===== config.mk =====
export PLATFORM = sky130hd
export DESIGN_NAME = alert_escalation_controller_flat
export DESIGN_NICKNAME = d
export VERILOG_FILES = /design/src/aec_pkg.sv /design/src/aec_in_if.sv /design/src/aec_out_if.sv /design/src/alert_escalation_controller.sv /design/src/flat_wrapper.sv
export SDC_FILE = /design/constraint.sdc
export NUM_CORES = 1
export LEC_CHECK = 0
export BUFFER_PORTS_ARGS = -buffer_cell sky130_fd_sc_hd__buf_2
export CORE_AREA = 3 3 240 242
export DETAILED_ROUTE_END_ITERATION = 16
export DIE_AREA = 0 0 243 245
export PLACE_DENSITY = 0.72
export RECOVER_POWER = 25
export SYNTH_ARGS = -nofsm -noshare
export SYNTH_HDL_FRONTEND = slang
export SYNTH_SLANG_ARGS = --single-unit

===== constraint.sdc =====
create_clock -name clk_i -period 7.13 [get_ports clk_i]
set_input_delay 1.0695 -clock clk_i [delete_from_list [all_inputs] [get_ports clk_i]]
set_output_delay 1.0695 -clock clk_i [all_outputs]
set_load 0.005 [all_outputs]

===== src/aec_pkg.sv =====
`timescale 1ns / 1ps

package aec_pkg;

  // default sizing
  localparam int unsigned MAX_THRESHOLD = 16;
  localparam int unsigned TIME_WIDTH    = 32;

  // field widths
  localparam int unsigned OpW      = 2;
  localparam int unsigned TagW     = 16;
  localparam int unsigned ReasonW  = 2;
  localparam int unsigned ThrW     = 5;
  localparam int unsigned WindowW  = 12;
  localparam int unsigned TimeoutW = 20;
  localparam int unsigned CfgIdxW  = 2;
  localparam int unsigned CfgDataW = 20;

  // window limit in ms: window_seconds * 1000 + 999 fits in 22 bits
  localparam int unsigned LimW     = 22;
  localparam int unsigned MsPerSec = 1000;

  // operation codes
  localparam logic [OpW-1:0] OP_TICK     = 2'd0;
  localparam logic [OpW-1:0] OP_ALERT    = 2'd1;
  localparam logic [OpW-1:0] OP_RESPONSE = 2'd2;

  // escalation reasons
  localparam logic [ReasonW-1:0] REASON_REPEATED = 2'd0;
  localparam logic [ReasonW-1:0] REASON_TIMEOUT  = 2'd1;
  localparam logic [ReasonW-1:0] REASON_REJECTED = 2'd2;

  // configuration register indexes
  localparam logic [CfgIdxW-1:0] CFG_THRESHOLD = 2'd0;
  localparam logic [CfgIdxW-1:0] CFG_WINDOW    = 2'd1;
  localparam logic [CfgIdxW-1:0] CFG_TIMEOUT   = 2'd2;

  // register reset values
  localparam logic [ThrW-1:0]     THRESHOLD_RST = 5'd3;
  localparam logic [LimW-1:0]     WINDOW_LIM_RST = 22'd60999;
  localparam logic [TimeoutW-1:0] TIMEOUT_RST   = 20'd30000;

  typedef struct packed {
    logic               show_alert;
    logic               escalated;
    logic [ReasonW-1:0] escalation_reason;
    logic [TagW-1:0]    message_tag;
  } res_t;

endpackage


===== src/aec_in_if.sv =====
`timescale 1ns / 1ps

interface aec_in_if;
  logic                      valid;
  logic                      ready;
  logic [aec_pkg::OpW-1:0]   operation;
  logic [aec_pkg::TagW-1:0]  alert_tag;
  logic                      confirmed;

  modport source (output valid, operation, alert_tag, confirmed, input ready);
  modport sink   (input valid, operation, alert_tag, confirmed, output ready);
endinterface


===== src/aec_out_if.sv =====
`timescale 1ns / 1ps

interface aec_out_if;
  logic                         valid;
  logic                         ready;
  logic                         show_alert;
  logic                         escalated;
  logic [aec_pkg::ReasonW-1:0]  escalation_reason;
  logic [aec_pkg::TagW-1:0]     message_tag;
  logic                         alert_active;

  modport source (output valid, show_alert, escalated, escalation_reason, message_tag,
                  alert_active, input ready);
  modport sink   (input valid, show_alert, escalated, escalation_reason, message_tag,
                  alert_active, output ready);
endinterface


===== src/alert_escalation_controller.sv =====
`timescale 1ns / 1ps

// Alert escalation controller. Every input beat (millisecond tick, new alert or
// operator response) yields exactly one output beat. Ticks, responses and the
// unused operation code reach the result register in the cycle after acceptance.
// An alert first scans the ring and drops its E expired timestamps (0 to
// MaxThreshold-1) before its result is registered: the timestamps live in a synchronous
// memory of MaxThreshold entries with one read and one write port, and the scan
// pops one entry per cycle, each pop reading the next head entry through the
// registered read port. A new
// beat is accepted whenever the controller is idle, also while the previous
// result still waits on the output; a result only waits for the output register
// to free up. Configuration writes are taken at any time but are meant for an
// idle block; the window register is stored as a limit in milliseconds.
module alert_escalation_controller #(
  parameter int unsigned MaxThreshold = aec_pkg::MAX_THRESHOLD,
  parameter int unsigned TimeWidth    = aec_pkg::TIME_WIDTH
) (
  input  logic                          clk_i,
  input  logic                          rst_ni,
  input  logic                          cfg_we_i,
  input  logic [aec_pkg::CfgIdxW-1:0]   cfg_index_i,
  input  logic [aec_pkg::CfgDataW-1:0]  cfg_wdata_i,
  aec_in_if.sink                        in_i,
  aec_out_if.source                     out_o
);

  localparam int unsigned IdxW = (MaxThreshold > 1) ? $clog2(MaxThreshold) : 1;
  localparam int unsigned CntW = $clog2(MaxThreshold + 1);
  localparam int unsigned CmpW = ((CntW > aec_pkg::ThrW) ? CntW : aec_pkg::ThrW) + 1;
  localparam int unsigned SumW = IdxW + 1;

  // controller states
  localparam logic [1:0] S_IDLE = 2'd0;
  localparam logic [1:0] S_SCAN = 2'd1;
  localparam logic [1:0] S_PUSH = 2'd2;

  // configuration registers
  logic [aec_pkg::ThrW-1:0]     thr_q;
  logic [aec_pkg::LimW-1:0]     lim_q;
  logic [aec_pkg::TimeoutW-1:0] resp_q;

  // controller state
  logic [1:0]                   state_q, state_d;
  logic                         active_q, active_d;
  logic [aec_pkg::TagW-1:0]     cur_tag_q, cur_tag_d;
  logic [aec_pkg::TimeoutW-1:0] timeout_q, timeout_d;
  logic [TimeWidth-1:0]         now_q, now_d;
  logic [IdxW-1:0]              head_q, head_d;
  logic [CntW-1:0]              count_q, count_d;

  // staged result and output register
  aec_pkg::res_t                res_q, res_d;
  aec_pkg::res_t                out_res_q, out_res_d;
  logic                         out_active_q, out_active_d;
  logic                         out_valid_q, out_valid_d;

  // timestamp ring
  logic [TimeWidth-1:0]         ring_mem [MaxThreshold];
  logic [TimeWidth-1:0]         rdata_q;
  logic                         mem_we;
  logic [IdxW-1:0]              waddr;
  logic [SumW-1:0]              wsum;

  logic                         in_fire;
  logic [TimeWidth-1:0]         age;
  logic                         expired;
  logic [CmpW-1:0]              thr_cmp;
  logic [CmpW-1:0]              cnt_inc;
  logic                         esc_repeat;
  logic [IdxW-1:0]              head_inc;

  assign in_i.ready = (state_q == S_IDLE);
  assign in_fire    = in_i.valid && in_i.ready;

  assign out_o.valid             = out_valid_q;
  assign out_o.show_alert        = out_res_q.show_alert;
  assign out_o.escalated         = out_res_q.escalated;
  assign out_o.escalation_reason = out_res_q.escalation_reason;
  assign out_o.message_tag       = out_res_q.message_tag;
  assign out_o.alert_active      = out_active_q;

  // age of the head entry against the window limit (whole seconds <= window)
  assign age     = now_q - rdata_q;
  assign expired = age > TimeWidth'(lim_q);

  // threshold above ring depth acts as the ring depth
  assign thr_cmp = (CmpW'(thr_q) > CmpW'(MaxThreshold)) ? CmpW'(MaxThreshold)
                                                         : CmpW'(thr_q);
  assign cnt_inc    = CmpW'(count_q) + CmpW'(1);
  assign esc_repeat = cnt_inc >= thr_cmp;

  assign head_inc = (head_q == IdxW'(MaxThreshold - 1)) ? '0 : head_q + IdxW'(1);

  // tail slot: head + count wrapped once around the ring
  assign wsum  = SumW'(head_q) + SumW'(count_q);
  assign waddr = (wsum >= SumW'(MaxThreshold)) ? IdxW'(wsum - SumW'(MaxThreshold))
                                               : IdxW'(wsum);

  always_comb begin
    state_d      = state_q;
    active_d     = active_q;
    cur_tag_d    = cur_tag_q;
    timeout_d    = timeout_q;
    now_d        = now_q;
    head_d       = head_q;
    count_d      = count_q;
    res_d        = res_q;
    out_res_d    = out_res_q;
    out_active_d = out_active_q;
    out_valid_d  = out_valid_q && !out_o.ready;
    mem_we       = 1'b0;

    unique case (state_q)
      S_IDLE: begin
        if (in_fire) begin
          res_d   = '0;
          state_d = S_PUSH;
          case (in_i.operation)
            aec_pkg::OP_TICK: begin
              now_d = now_q + TimeWidth'(1);
              if (active_q) begin
                if (timeout_q <= aec_pkg::TimeoutW'(1)) begin
                  res_d.escalated         = 1'b1;
                  res_d.escalation_reason = aec_pkg::REASON_TIMEOUT;
                  res_d.message_tag       = cur_tag_q;
                  active_d  = 1'b0;
                  cur_tag_d = '0;
                  timeout_d = '0;
                  head_d    = '0;
                  count_d   = '0;
                end else begin
                  timeout_d = timeout_q - aec_pkg::TimeoutW'(1);
                end
              end
            end
            aec_pkg::OP_ALERT: begin
              // head entry is read this cycle, scan starts with its data
              cur_tag_d = in_i.alert_tag;
              state_d   = S_SCAN;
            end
            aec_pkg::OP_RESPONSE: begin
              if (active_q) begin
                if (!in_i.confirmed) begin
                  res_d.escalated         = 1'b1;
                  res_d.escalation_reason = aec_pkg::REASON_REJECTED;
                  res_d.message_tag       = cur_tag_q;
                end
                active_d  = 1'b0;
                cur_tag_d = '0;
                timeout_d = '0;
                head_d    = '0;
                count_d   = '0;
              end
            end
            default: begin
            end
          endcase
        end
      end
      S_SCAN: begin
        if ((count_q != '0) && expired) begin
          // drop the oldest entry, next head is read for the following cycle
          head_d  = head_inc;
          count_d = count_q - CntW'(1);
        end else begin
          mem_we  = 1'b1;
          count_d = count_q + CntW'(1);
          state_d = S_PUSH;
          if (esc_repeat) begin
            res_d.escalated         = 1'b1;
            res_d.escalation_reason = aec_pkg::REASON_REPEATED;
            res_d.message_tag       = cur_tag_q;
            active_d  = 1'b0;
            cur_tag_d = '0;
            timeout_d = '0;
            head_d    = '0;
            count_d   = '0;
          end else if (!active_q) begin
            res_d.show_alert  = 1'b1;
            res_d.message_tag = cur_tag_q;
            active_d  = 1'b1;
            timeout_d = resp_q;
          end
        end
      end
      S_PUSH: begin
        if (!out_valid_q || out_o.ready) begin
          out_res_d    = res_q;
          out_active_d = active_q;
          out_valid_d  = 1'b1;
          state_d      = S_IDLE;
        end
      end
      default: begin
        state_d = S_IDLE;
      end
    endcase
  end

  always_ff @(posedge clk_i or negedge rst_ni) begin
    if (!rst_ni) begin
      state_q     <= S_IDLE;
      active_q    <= 1'b0;
      cur_tag_q   <= '0;
      timeout_q   <= '0;
      now_q       <= '0;
      head_q      <= '0;
      count_q     <= '0;
      out_valid_q <= 1'b0;
    end else begin
      state_q     <= state_d;
      active_q    <= active_d;
      cur_tag_q   <= cur_tag_d;
      timeout_q   <= timeout_d;
      now_q       <= now_d;
      head_q      <= head_d;
      count_q     <= count_d;
      out_valid_q <= out_valid_d;
    end
  end

  always_ff @(posedge clk_i) begin
    res_q        <= res_d;
    out_res_q    <= out_res_d;
    out_active_q <= out_active_d;
  end

  // configuration registers
  always_ff @(posedge clk_i or negedge rst_ni) begin
    if (!rst_ni) begin
      thr_q  <= aec_pkg::THRESHOLD_RST;
      lim_q  <= aec_pkg::WINDOW_LIM_RST;
      resp_q <= aec_pkg::TIMEOUT_RST;
    end else if (cfg_we_i) begin
      unique case (cfg_index_i)
        aec_pkg::CFG_THRESHOLD: thr_q <= cfg_wdata_i[aec_pkg::ThrW-1:0];
        aec_pkg::CFG_WINDOW: begin
          lim_q <= aec_pkg::LimW'(cfg_wdata_i[aec_pkg::WindowW-1:0])
                   * aec_pkg::LimW'(aec_pkg::MsPerSec)
                   + aec_pkg::LimW'(aec_pkg::MsPerSec - 1);
        end
        aec_pkg::CFG_TIMEOUT: resp_q <= cfg_wdata_i[aec_pkg::TimeoutW-1:0];
        default: begin
        end
      endcase
    end
  end

  // timestamp memory, read data registered
  always_ff @(posedge clk_i) begin
    if (mem_we) begin
      ring_mem[waddr] <= now_q;
    end
    rdata_q <= ring_mem[head_d];
  end

endmodule


===== src/flat_wrapper.sv =====
// flat-port wrapper written by rule: the top's interface ports become plain ports
module alert_escalation_controller_flat 
#(
  parameter int unsigned MaxThreshold = aec_pkg::MAX_THRESHOLD,
  parameter int unsigned TimeWidth    = aec_pkg::TIME_WIDTH
)
  (clk_i, rst_ni, cfg_we_i, cfg_index_i, cfg_wdata_i, in_i_valid, in_i_operation, in_i_alert_tag, in_i_confirmed, in_i_ready, out_o_valid, out_o_show_alert, out_o_escalated, out_o_escalation_reason, out_o_message_tag, out_o_alert_active, out_o_ready);
  aec_in_if in_i_i ();
  aec_out_if out_o_i ();
  input  logic clk_i;
  input  logic rst_ni;
  input  logic cfg_we_i;
  input  logic [aec_pkg::CfgIdxW-1:0] cfg_index_i;
  input  logic [aec_pkg::CfgDataW-1:0] cfg_wdata_i;
  input wire logic [$bits(in_i_i.valid)-1:0] in_i_valid;
  input wire logic [$bits(in_i_i.operation)-1:0] in_i_operation;
  input wire logic [$bits(in_i_i.alert_tag)-1:0] in_i_alert_tag;
  input wire logic [$bits(in_i_i.confirmed)-1:0] in_i_confirmed;
  output wire logic [$bits(in_i_i.ready)-1:0] in_i_ready;
  output wire logic [$bits(out_o_i.valid)-1:0] out_o_valid;
  output wire logic [$bits(out_o_i.show_alert)-1:0] out_o_show_alert;
  output wire logic [$bits(out_o_i.escalated)-1:0] out_o_escalated;
  output wire logic [$bits(out_o_i.escalation_reason)-1:0] out_o_escalation_reason;
  output wire logic [$bits(out_o_i.message_tag)-1:0] out_o_message_tag;
  output wire logic [$bits(out_o_i.alert_active)-1:0] out_o_alert_active;
  input wire logic [$bits(out_o_i.ready)-1:0] out_o_ready;
  assign in_i_i.valid = in_i_valid;
  assign in_i_i.operation = in_i_operation;
  assign in_i_i.alert_tag = in_i_alert_tag;
  assign in_i_i.confirmed = in_i_confirmed;
  assign in_i_ready = in_i_i.ready;
  assign out_o_valid = out_o_i.valid;
  assign out_o_show_alert = out_o_i.show_alert;
  assign out_o_escalated = out_o_i.escalated;
  assign out_o_escalation_reason = out_o_i.escalation_reason;
  assign out_o_message_tag = out_o_i.message_tag;
  assign out_o_alert_active = out_o_i.alert_active;
  assign out_o_i.ready = out_o_ready;
  alert_escalation_controller #(.MaxThreshold(MaxThreshold), .TimeWidth(TimeWidth)) u_core (.clk_i(clk_i), .rst_ni(rst_ni), .cfg_we_i(cfg_we_i), .cfg_index_i(cfg_index_i), .cfg_wdata_i(cfg_wdata_i), .in_i(in_i_i), .out_o(out_o_i));
endmodule

# --- Yosys cells after proc, flatten, opt, wreduce, memory -nomap -nowiden ---
# Memories as Yosys holds them, arrays and structs flattened. A register that Yosys moved wholly into a read port is not among the register bits.
# Index checks and enable logic that the tools add are counted.
# W data, S select, Z words.
word_totals:
  out_inout_bits: 23
  ram_bits: 512
  wordCells: 147
  memories: 1
  regBits: 169
  input_bits: 46
op_classes:
  multipliers: 1
  order_cmp: 5
  add_sub_neg: 10
  eq_ne: 19
  n_reduce_logical: 24
  mux: 67
memory_table:
  columns: ["name", "words", "word_bits", "read_ports", "rd_ports_with_merged_regs", "write_ports", "line", "text"]
  rows:
  - ["u_core.ring_mem", 16, 32, 1, 1, 1, "alert_escalation_controller.sv:59", "logic [TimeWidth-1:0] ring_mem [MaxThreshold];"]
ops:
  columns: ["operator", "n"]
  rows:
  - ["$mux W20", 9]
  - ["$mux W16", 8]
  - ["$pmux W20 S2", 3]
  - ["$mux W19", 4]
  - ["$pmux W16 S3", 1]
  - ["$pmux W19 S2", 1]
  - ["$mux W5", 7]
  - ["$add A32 B1 Y32 const B", 1]
  - ["$gt A32 B22 Y1", 1]
  - ["$mux W4", 8]
  - ["$pmux W16 S2", 1]
  - ["$sub A32 B32 Y32", 1]
  - ["$add A22 B10 Y22 const B", 1]
  - ["$le A20 B1 Y1 const B", 1]
  - ["$pmux W5 S2", 2]
  - ["$sub A20 B1 Y20 const B", 1]
  - ["$mul A12 B7 Y19 const B", 1]
  - ["$pmux W4 S2", 2]
  - ["$ne A3 B3 Y1 const B", 5]
  - ["$mux W1", 13]
  - ["$reduce_and A4 Y1", 3]
  - ["$mux W2", 4]
  - ["$ne A2 B2 Y1 const B", 4]
  - ["$reduce_and A2 Y1", 4]
  - ["other kinds (28)", 40]

# --- Logic depth before layout (Yosys ltp) ---
depth:
  word_depth: 7
  depth_mapped: 26
  ltp_nobuf: 25

# --- Least setup slack after synthesis ---
# Ideal clock, no wire load.
synth_timing:
  path_type: "register to register"
  start: "reg u_core.now_q[1]"
  end: "mem u_core.ring_mem[8][0] (netlist name), enable pin"
  period_less_slack_ps: 6141
  setup_slack_ps: 989
  arrival_time_ps: 5720
  path_stages_with_launch: 21
  t_required_ps: 6709
  path_buffers: 1
  setup_ps: 421
  path_cell_list: "dfrtp_1 > ha_1 > nor2b_1 > o31a_1 > o31ai_4 > o21ai_0 > a21boi_0 > xnor2_1 > ha_1 > a21o_1 > a21o_1 > a2111oi_0 > o211ai_1 > o211ai_1 > and4_1 > o2111a_2 > nor2_1 > clkbuf_1 > nor3_1 > nand2_1 > nor2_1"
synth_via:
  elab_chain_len: 7
synth_lines:
  columns: ["element", "line", "text"]
  rows:
  - ["start, declared", "alert_escalation_controller.sv:48", "logic [TimeWidth-1:0] now_q, now_d;"]
  - ["start signal, assigned", "alert_escalation_controller.sv:216", "now_q <= now_d;"]
  - ["$sub A32 B32 Y32", "alert_escalation_controller.sv:84", "assign age = now_q - rdata_q;"]
  - ["$gt A32 B22 Y1", "alert_escalation_controller.sv:85", "assign expired = age > TimeWidth'(lim_q);"]
  - ["$logic_and A1 B1 Y1", "alert_escalation_controller.sv:162", "if ((count_q != '0) && expired) begin"]
  - ["$mux W1", "alert_escalation_controller.sv:162", null]
  - ["$mux W1", "alert_escalation_controller.sv:114", "unique case (state_q)"]
  - ["$mux W1", "alert_escalation_controller.sv:252", "if (mem_we) begin"]
  - ["$mux W1 (implied by the code)", "alert_escalation_controller.sv:253", "ring_mem[waddr] <= now_q;"]
  - ["end, declared", "alert_escalation_controller.sv:59", null]
# No other way between the ends.

# --- Final worst setup path ---
layout_timing:
  start: "reg u_core.now_q[0]"
  end: "reg u_core.rdata_q[13] (read register of u_core.ring_mem)"
layout_via:
  elab_chain_len: 5
layout_lines:
  columns: ["element", "line", "text"]
  rows:
  - ["$sub A32 B32 Y32", "alert_escalation_controller.sv:84", null]
  - ["$gt A32 B22 Y1", "alert_escalation_controller.sv:85", null]
  - ["$logic_and A1 B1 Y1", "alert_escalation_controller.sv:162", null]
  - ["$mux W4", "alert_escalation_controller.sv:162", null]
  - ["$pmux W4 S2", "alert_escalation_controller.sv:114", null]
  - ["net u_core.head_d[2]", "alert_escalation_controller.sv:49", "logic [IdxW-1:0] head_q, head_d;"]
  - ["end, declared", "alert_escalation_controller.sv:60", "logic [TimeWidth-1:0] rdata_q;"]
# The timed path passes the listed nets, and every way through them passes these cells.
# A chain may end at the register's enable or synchronous reset.

==> impl_metrics.py <==
metrics = {
    "pwr": {
        "power_frac_seq_pct": 36.4,
        "p_int_mw": 9.28,
        "max-vdd-ir-drop_mv": 0.266,
        "power_density_mw_per_mm2": 391,
        "switching_power_mw": 4.87,
        "p_sw_share_pct": 34.4,
        "p_leak_nw": 14.4,
        "p_comb_share_pct": 36.9,
        "clkPwrFrac_pct": 26.6,
    },
    "floorplan": {
        "core-area_mm2": 0.0553,
        "initial_core_util_pct": 58.0,
        "dieHeight_um": 245,
        "pin_count": 69,
        "die_w_um": 243,
        "fp-row-count": 86,
        "die_area_mm2": 0.0595,
    },
    "placed_design": {
        "pre_cts_slack_ns": 0.482,
        "gp_congestion": 0.972,
        "dp_hpwl_um": 42900,
        "dp_cells": 3070,
        "io_buffers": 68,
    },
    "logic_synthesis": {
        "synthTopCellsByArea": "edfxtp_1 52%, mux2i_1 8.6%, dfrtp_1 8.5%",
        "synth_edf_count": 553,
        "ys_types": 77,
        "netlist.area_leader.share_pct": 51.8,
        "synth.largest_area_cell": "edfxtp_1",
        "syn_area_per_cell_um2": 14.0,
        "synthFlopType": "edfxtp_1",
        "netlist_instances": 2295,
        "yosysWarnings": 0,
        "synth_seq_cells": 710,
        "async_flop_share_pct": 17.6,
        "synth_area_mm2": 0.0321,
        "syn_nets": 2491,
        "seq_area_frac_synth_pct": 63.6,
    },
    "grt": {
        "use_met3_pct": 4.26,
        "grtUsageMet2_pct": 40.5,
        "grt_util_all_layers_pct": 24.6,
        "grt-busiest-layer": "met2",
        "grtUsageMet1_pct": 33.9,
        "grt_pass1_vias": 19500,
        "grt_overflow": 0,
        "grt_max_degree": 72,
        "antenna_found_initial": 0,
        "grt_pass1_wl_um": 113000,
    },
    "detailed_routing": {
        "vias": 19400,
        "drtPass1Iterations": 5,
        "drtAntennaViolNets": 0,
        "wl_per_cell_um": 22.6,
        "vias_per_cell": 6.06,
        "drcViolationCount": 0,
        "drt_wl_total_um": 72500,
        "drt_iter0_markers": 1561,
    },
    "layout": {
        "num_antenna_cells": 0,
        "layout.nets": 2592,
        "areaGrowthSynthToFinish_pct": 12.9,
        "drive_above_1_share_pct": 12.0,
        "final_core_util_pct": 65.4,
        "stdcell_count": 3202,
        "n_fill_cell": 3957,
    },
    "run": {
        "drv_cap": 1,
    },
    "worst_setup_path": {
        "worstPathMaxFanout": 19,
        "crit_arrival_ns": 7.14,
        "crit_type": "reg2reg",
        "crit_chain": "inv_1, ha_1, nor2b_1, o31a_1, o31ai_4, o21ai_0, a21boi_0, xnor2_1, ha_1, a21o_1, a21o_1, a2111oi_0, o211ai_1, o211ai_1, and4_1, o2111ai_1, a32oi_1, and3_1, inv_2, nand3_2, buf_12, o22ai_1, or4_1",
        "rr_startpoint": "u_core.now_q[0]",
        "critPathSlowestCell": "dfrtp_1",
        "cp.required_ns": 7.62,
        "start_kind": "register",
        "max_stage_delay_ns": 0.67,
        "cp-end-kind": "register",
        "startpoint": "u_core.now_q[0]",
    },
    "outcome": {
        "status": "complete, but fails checks",
        "violations": "capacitance limit, slew limit",
    },
    "hold_path": {
        "hp-class": "reg2reg",
        "holdCritStartpoint": "u_core.res_q[8]",
    },
    "sta": {
        "hold_ws_ns": 0.417,
        "final-setup-viol-count": 0,
        "fmax_mhz": 150,
        "fin_ws_ns": 0.484,
        "skew_ns": 0.0237,
        "tightestPinTransition_ns": 4.13,
        "fin_crit_sh_pct": 93.2,
        "slew_viol_final": 72,
        "fin_setup_tns_ns": 0,
        "relSlewSlack_pct": -175,
        "hold_viol": 0,
        "fin_crit_ns": 6.65,
        "rsz0062_at_grt": "false",
    },
    "clock_network": {
        "root_buffer": "clkbuf_16",
        "clockBufferDepth": 3,
        "cts_max_level": 3,
        "cts_hold_buffers": 0,
        "cts_tree": "done",
        "clock-sinks": 710,
        "clkLatencyLatePin_ns": 0.63,
        "cts-buffers-inserted": 72,
        "path_clk_slew_ns": 0.06,
    },
}
critical path, delay by kind of cell (launching register included):
family | cells | cell delay [ns]
simple gates | 5 | 1.68
flops | 1 | 0.67
buf+inv | 3 | 0.53
xor+xnor | 1 | 0.23
compound gates | 12 | 2.88
fa+ha+maj | 2 | 0.50
flip-flops by register name (all words and copies together) (netlist names):
| register | flops |
|---|---|
| u_core.thr_q | 5 |
| u_core.rdata_q | 32 |
| u_core.lim_q | 19 |
| u_core.out_o.valid | 1 |
| u_core.cur_tag_q | 16 |
| u_core.out_o.alert_active | 1 |
| u_core.resp_q | 20 |
| u_core.state_q | 2 |
| u_core.out_o.escalation_reason | 2 |
| u_core.out_o.message_tag | 16 |
| u_core.now_q | 32 |
| u_core.active_q | 1 |
| u_core.out_o.escalated | 1 |
| u_core.res_q | 20 |
| u_core.ring_mem | 512 |
| u_core.head_q | 4 |
| u_core.count_q | 5 |
| u_core.out_o.show_alert | 1 |
| u_core.timeout_q | 20 |
path summary, 6_finish.rpt:
check,endpoint,slack [ns],cells after the start
setup / recovery,u_core.rdata_q[13],0.48,23
hold / removal,u_core.out_o.message_tag[8],0.42,0
setup reg to reg,u_core.rdata_q[13],0.48,23
hold reg to reg,u_core.out_o.message_tag[8],0.42,0
max in group asynchronous,u_core.timeout_q[10],2.86,2
min in group asynchronous,u_core.timeout_q[5],1.89,1
cell usage after synthesis (7+ instances only):
master and instances:
a211oi_1 9, a21o_1 25, a21oi_1 73, a22oi_1 11, and2_1 30, and3_1 9, buf_2 43, clkbuf_1 35
dfrtp_1 109, dfstp_2 16, dfxtp_1 32, edfxtp_1 553, fa_1 40, ha_1 110, inv_1 116, mux2_2 24
mux2i_1 275, nand2_1 100, nand2b_1 14, nand3_1 41, nand4_1 19, nor2_1 86, nor2b_1 15, nor3_1 26
nor3b_1 7, nor4_1 12, o21a_1 16, o21ai_0 92, o22ai_1 132, or3_1 9, or4_1 35, xnor2_1 60
xor2_1 21
stage by stage:
stage	power [mW]	area [µm²]
global route	14.9	36200
detailed placement	10.4	33800
global placement	10.3	33800
CTS	14.2	36200
floorplan	8.98	32100
finish	14.1	36200
routing by layer:
layer / up-vias / share of wire [%]
li1: 8902 / -
met1: 9683 / 43
met2: 681 / 48
met3: 143 / 6.7
met4: 0 / 2.6
met5: - / 0
cells by family (layout without fill, tap and decap cells):
kind of cell	count (synthesis)	count (layout)	share of synthesized area, %
compound gates	427	427	8.45
xor+xnor	81	81	2.21
fa+ha+maj	150	150	6.79
buf+inv	204	363	2.64
flops	710	710	63.6
mux	299	299	9.43
simple gates	424	424	6.85
power by group through the flow:
stage | Sequential (mW) | Clock [mW] | Combinational (mW)
after floorplan | 5.19 | 0 | 3.80
final | 5.15 | 3.77 | 5.22
after global placement | 5.22 | 0 | 5.05
after global routing | 5.19 | 4.00 | 5.71
after CTS | 5.15 | 3.83 | 5.20
after detailed placement | 5.23 | 0 | 5.15
final cells by class:
type,count,area (µm²),share of cell area (%)
clock inverters,47,503,1.39
inverters,118,443,1.22
flip-flops and latches,710,20400,56.4
repair buffers,113,1020,2.81
well taps,748,936,2.59
clock buffers,85,1900,5.25
multi-input cells,1381,11000,30.4
cell usage in the layout (no fill, tap or decap), types with 69 or more instances in the layout:
cell and instances:
o22ai_1 132, clkbuf_16 73, nand2_1 100, inv_1 116
a21oi_1 73, ha_1 110, edfxtp_1 553, nor2_1 69
dfrtp_1 109, o21ai_0 92, mux2i_1 275
repair_timing:
action / in CTS / in global routing
setup buffers: 0 / 0
setup endpoints to repair: 0 / 5
resized for setup: 0 / 1
No activity file was read; power rests on OpenSTA's default activity.
